`src/design/chained_hash_date_table_macros.svh`:
```
// assertion macros used by the chained hash date table datapath
// no dependencies; include once per module that asserts
`ifndef CHAINED_HASH_DATE_TABLE_MACROS_SVH
`define CHAINED_HASH_DATE_TABLE_MACROS_SVH

// antecedent implies consequent in the same cycle
`define CHDT_ASSERT_SAME(lbl, clk, rst, ante, cons, msg) \
   lbl: assert property (@(posedge clk) disable iff (rst) (ante) |-> (cons)) else $error(msg);

// antecedent implies consequent in the next cycle
`define CHDT_ASSERT_NEXT(lbl, clk, rst, ante, cons, msg) \
   lbl: assert property (@(posedge clk) disable iff (rst) (ante) |=> (cons)) else $error(msg);

`endif

```
`src/design/chdt_pkg.sv`:
```
// shared types for the chained hash date table: payload structs, codes,
// controller states and the command/status bundles; no dependencies
`timescale 1ns / 1ps

package chdt_pkg;

   typedef enum logic [1:0] {
      OP_INSERT = 2'd0,
      OP_SEARCH = 2'd1,
      OP_UPDATE = 2'd2,
      OP_DELETE = 2'd3
   } op_type;

   typedef enum logic [1:0] {
      ST_OK        = 2'd0,
      ST_NOT_FOUND = 2'd1,
      ST_FULL      = 2'd2
   } status_type;

   typedef struct packed {
      op_type             func;
      logic [3:0]         month;
      logic [4:0]         day;
      logic [13:0]        year;
      logic signed [15:0] temperature;
   } req_type;

   typedef struct packed {
      status_type         status;
      logic signed [15:0] found_temperature;
      logic [5:0]         bucket_index;
   } rsp_type;

   typedef enum logic [3:0] {
      S_IDLE,
      S_DIGIT,
      S_MUL,
      S_MOD,
      S_HEAD,
      S_HWAIT,
      S_INS_NODE,
      S_INS_LINK,
      S_RD,
      S_CMP,
      S_UPD,
      S_DEL_LINK,
      S_DEL_FREE,
      S_DONE
   } state_type;

   typedef struct packed {
      logic       load;
      logic       dig_step;
      logic       mod_mul;
      logic       mod_fin;
      logic       head_rd;
      logic       alloc;
      logic       ins_node;
      logic       ins_link;
      logic       walk_start;
      logic       node_rd;
      logic       found_cap;
      logic       walk_next;
      logic       upd;
      logic       del_link;
      logic       del_free;
      logic       set_status;
      status_type status_code;
      logic       rsp_load;
   } cmd_type;

   typedef struct packed {
      op_type func;
      logic   dig_last;
      logic   pool_full;
      logic   cur_null;
      logic   match;
      logic   rsp_busy;
   } sts_type;

endpackage

```
`src/design/chdt_ctrl.sv`:
```
// controller state machine of the chained hash date table
// depends on chdt_pkg; drives commands into chdt_datapath
`timescale 1ns / 1ps

module chdt_ctrl
   import chdt_pkg::*;
(
   input  logic    clock,
   input  logic    reset,
   input  logic    req_valid,
   output logic    req_ready,
   input  sts_type sts,
   output cmd_type cmd
);

   state_type state_ff;
   state_type state_in;

   always_ff @(posedge clock) begin
      if (reset) begin
         state_ff <= S_IDLE;
      end else begin
         state_ff <= state_in;
      end
   end

   always_comb begin
      state_in = state_ff;
      cmd = '0;
      cmd.status_code = ST_OK;
      req_ready = 1'b0;
      unique case (state_ff)
         S_IDLE: begin
            req_ready = 1'b1;
            if (req_valid) begin
               cmd.load = 1'b1;
               state_in = S_DIGIT;
            end
         end
         S_DIGIT: begin
            cmd.dig_step = 1'b1;
            if (sts.dig_last) begin
               state_in = S_MUL;
            end
         end
         S_MUL: begin
            cmd.mod_mul = 1'b1;
            state_in = S_MOD;
         end
         S_MOD: begin
            cmd.mod_fin = 1'b1;
            state_in = S_HEAD;
         end
         S_HEAD: begin
            cmd.head_rd = 1'b1;
            state_in = S_HWAIT;
         end
         S_HWAIT: begin
            if (sts.func == OP_INSERT) begin
               if (sts.pool_full) begin
                  cmd.set_status = 1'b1;
                  cmd.status_code = ST_FULL;
                  state_in = S_DONE;
               end else begin
                  cmd.alloc = 1'b1;
                  state_in = S_INS_NODE;
               end
            end else begin
               cmd.walk_start = 1'b1;
               state_in = S_RD;
            end
         end
         S_INS_NODE: begin
            cmd.ins_node = 1'b1;
            state_in = S_INS_LINK;
         end
         S_INS_LINK: begin
            cmd.ins_link = 1'b1;
            state_in = S_DONE;
         end
         S_RD: begin
            if (sts.cur_null) begin
               cmd.set_status = 1'b1;
               cmd.status_code = ST_NOT_FOUND;
               state_in = S_DONE;
            end else begin
               cmd.node_rd = 1'b1;
               state_in = S_CMP;
            end
         end
         S_CMP: begin
            if (sts.match) begin
               cmd.found_cap = 1'b1;
               unique case (sts.func)
                  OP_UPDATE: state_in = S_UPD;
                  OP_DELETE: state_in = S_DEL_LINK;
                  default:   state_in = S_DONE;
               endcase
            end else begin
               cmd.walk_next = 1'b1;
               state_in = S_RD;
            end
         end
         S_UPD: begin
            cmd.upd = 1'b1;
            state_in = S_DONE;
         end
         S_DEL_LINK: begin
            cmd.del_link = 1'b1;
            state_in = S_DEL_FREE;
         end
         S_DEL_FREE: begin
            cmd.del_free = 1'b1;
            state_in = S_DONE;
         end
         S_DONE: begin
            if (!sts.rsp_busy) begin
               cmd.rsp_load = 1'b1;
               state_in = S_IDLE;
            end
         end
         default: state_in = S_IDLE;
      endcase
   end

endmodule

```
`config.mk`:
```
export PLATFORM = sky130hd
export DESIGN_NAME = chdt_ctrl
export DESIGN_NICKNAME = d
export VERILOG_FILES = /design/src/design/chained_hash_date_table_macros.svh /design/src/design/chdt_pkg.sv /design/src/design/chdt_ctrl.sv
export SDC_FILE = /design/constraint.sdc
export NUM_CORES = 1
export LEC_CHECK = 0
export ABC_AREA = 1
export BUFFER_PORTS_ARGS = -buffer_cell sky130_fd_sc_hd__clkbuf_2
export CORE_AREA = 3 3 40 42
export CTS_CLUSTER_DIAMETER = 60
export DETAILED_ROUTE_END_ITERATION = 8
export DIE_AREA = 0 0 43 45
export PLACE_DENSITY_LB_ADDON = 0.3
export SYNTH_ARGS = -nofsm -noshare
export SYNTH_HDL_FRONTEND = slang
export SYNTH_SLANG_ARGS = --single-unit
```
`constraint.sdc`:
```
create_clock -name clock -period 1.61 [get_ports clock]
set_clock_uncertainty 0.15 [all_clocks]
set_input_delay 0.0805 -clock clock [delete_from_list [all_inputs] [get_ports clock]]
set_output_delay 0.0805 -clock clock [all_outputs]
set_load 0.1 [all_outputs]
```
---- Word-level counts from Yosys, hierarchy flattened ----
Index checks and enable logic that the tools add are counted.
storage, ports and cells
  input port bits ......................... 10
  flip-flop bits (word level) ............. 4
  output and inout port bits .............. 20
cells by class
  muxes and demuxes ....................... 37
  eq/ne operators ......................... 18
  reductions and logical operators ........ 4
operator list
  cell                  number
  $pmux W4 S12          1
  $eq A4 B4 Y1 const B  6
  $mux W1               23
  $mux W4               5
  $eq A4 B3 Y1 const B  4
  $mux W3               5
  $pmux W3 S2           2
  $eq A4 B2 Y1 const B  2
  $ne A2 B2 Y1 const B  3
  $eq A2 B2 Y1 const B  2
  $eq A4 B1 Y1 const B  1
  $logic_not A4 Y1      1
  $reduce_and A3 Y1     1
  $reduce_or A3 Y1      1
  $logic_not A2 Y1      1
  $mux W2               1

---- Depth between registers and ports, before layout ----
  word-level depth ........................ 4
  gate-level depth with buffers ........... 9
  gate-level depth less buffers ........... 9

---- Least setup slack after synthesis ----
OpenSTA, ideal clock, no wires.
  path type ............................... register to output
  start point ............................. register state_ff[2]
  end point ............................... output port cmd[3] (netlist name)
  setup slack ............................. -1,433 ps
  arrival time ............................ 2,812 ps
  cell stages (with the launch flop) ...... 5
  data required time ...................... 1,379 ps
  path through ............................ dfxtp_1 inv_2 nor2_2 nand2_4 o21ai_0
RTL lines
  what                    line             source
  start, declared         chdt_ctrl.sv:16  state_type state_ff;
  start signal, assigned  chdt_ctrl.sv:23  state_ff <= state_in;
  end, declared           chdt_ctrl.sv:13  output cmd_type cmd

==> results.ini <==
[run_status]
outcome=finished with violations
failed_checks=negative setup slack

[route]
totalWireLength_um=2920
drt-met1-wl_um=961
met3WireLength_um=256
vias=868
drt_pass1_iterations=4
viasPerCell=5.56
top_layer=met4
wl_met2_um=1510
wl_per_cell_um=18.7
drtIter0Drc=39
route.detailed.drc=0
ant_nets=0

[timing]
post-route-period-util=1.03
fin_ws_ns=-0.0495
relSlewSlack=0.746
finalHoldViolations=0
max_freq_ghz=0.603
rsz0062_at_grt=true
tightest_slew_ns=0.380
period_needed_ns=1.66
setup_violations=5
slew_viol_final=0

[global_routing]
antenna_found_initial=0
grt_pass1_vias=805
grtUsageTotal=0.250
grt_pass1_wl_um=3620
grt_max_degree=7
grt_remaining_overflow=0

[cells_and_area]
post-route-util=0.960
top_regs=state_ff: 4 flops
drive_above_1_share=0.617
n_antenna_cell=0
largest_register=state_ff
num-nets-final=152
largest_reg_flops=4
syn_to_final_growth_pct=150

[logic_synthesis]
yosysMostFrequentCell=nor2_1
synth_area_per_cell_sq_um=5.20
yosys_warnings=0
ys.flop_type=dfxtp_1
synth-seq-area-share=0.162
synth_top_area_cell=nor2_1
synth_edf_count=0
synthTopCellsByArea=nor2_1 (17%), inv_1 (17%), dfxtp_1 (16%)
synth_cell_types=16
synth_cells=95
synth-seq-cells=4
synthTopCellsByCount=nor2_1 (23), inv_1 (22), nand2_1 (21)
ys_async_sr_fraction=0
synth_top_area_share=0.175
syn_area_sq_um=494
syn_nets=105

[pwr]
powerDensity_mw_per_mm2=800
ir_worst_vdd_mv=0.878
leakage_nw=0.622
power.total_uw=987

[worst_setup_path]
cp.required_ns=1.38
critPathArrivalTime_ns=1.43
cp-start-kind=flop
critical_path.max_fanout=3
end_kind=primary output
worstSetupPathType=flop to primary output

[floorplan]
io_pins=30
dieArea_sq_mm=0.00194
num_rows=13
start_util=0.385
design.core.area_sq_mm=0.00128
die_w_um=43
die_h_um=45

[clocking]
cts_inserted_buffers=3
cts_max_level=1
insertion_delay_ns=0.25
root_buffer=clkbuf_4
cts_tree=done
max-clock-path-buffers=2
clk_pin_slew_ns=0.04
cts.sinks=4

[min_path]
hp-class=primary input to flop

[run]
cap_violations=0

[placement]
place.port_buffers=29
globalplace.congestion=0.892
hpwl_um=1620

-- kinds of logic after synthesis --
kind of cell | count (synthesis) | share of synthesized area
AOI/OAI and AO/OA | 9 | 0.114
and+or+nand+nor | 58 | 0.542
DFF | 4 | 0.162
buffers and inverters | 24 | 0.182
-- area by class of cell --
class                           instances  area, sq um
Clock buffer                            4         26.3
Fill cell                              28         51.3
Inverter                               24          105
Multi-Input combinational cell         67          445
Sequential cell                         4         92.6
Tap cell                               15         18.8
Timing Repair Buffer                   42          546
-- worst max-delay path: stages, from the launching register on --
cell and delay (ns):
dfxtp_4 0.36, buf_4 0.15, nor2_2 0.20, nand2_1 0.16, nor2_4 0.13, buf_12 0.18
-- through the flow --
| stage | TNS, ns | instance area, sq um | hold WS (ns) | worst slack, ns | instances |
|---|---|---|---|---|---|
| final | -0.154 | 1230 | 0.0724 | -0.0495 | 156 |
| after global routing | -0.445 | 1230 | 0.0999 | -0.0876 | 156 |
| after CTS | -0.0274 | 1150 | 0.0472 | -0.0274 | 151 |
| after detailed placement | 0 | 1060 | 0.142 | 0.158 | 139 |
| after global placement | 0 | 1060 | 0.132 | 0.234 | 139 |
| after floorplan | -1.51 | 596 | -0.0144 | -0.404 | 95 |
-- what timing repair did --
| action | CTS | global route |
|---|---|---|
| resized for setup | 2 | 16 |
| hold buffers | 1 | 0 |
| pin swaps | 2 | 7 |
| endpoints found under the setup margin | 6 | 12 |
| endpoints found under the hold margin | 3 | 0 |
| buffers inserted | 7 | 5 |
-- power by group --
group	switching (mW)	total, mW	internal, mW
Sequential	0.0247	0.139	0.114
Combinational	0.465	0.700	0.235
Clock	0.0547	0.149	0.0939
-- placed cells by master (no fill, tap or decap) --
cell           instances
a21oi_1                4
a21oi_2                2
buf_12                20
buf_4                 12
clkbuf_1               1
clkbuf_2               9
clkbuf_4               3
clkinvlp_4             2
dfxtp_2                1
dfxtp_4                3
dlygate4sd3_1          1
inv_1                 16
inv_2                  3
inv_4                  3
nand2_1               16
nand2_2                5
nand2_4                2
nand3_1                4
nand3_2                2
nor2_1                11
nor2_2                 4
nor2_4                12
nor3_2                 1
nor3_4                 1
o211ai_2               1
o21ai_0                1
o21ai_2                1
-- routing by layer --
metal,vias to the layer above,global-route usage
li1,375,-
met1,395,0.239
met2,69,0.506
met3,29,0.0478
met4,0,0.120
met5,-,0
-- path summary, 6_finish.rpt --
path	startpoint	end	slack [ns]	cells after the start
max	state_ff[2]	cmd[7]	-0.05	5
min	sts[0]	state_ff[3]	0.07	3
max reg2reg	state_ff[0]	state_ff[2]	0	10
min reg2reg	state_ff[3]	state_ff[1]	0.69	5
Note: power is estimated with default switching activity, not from simulation.
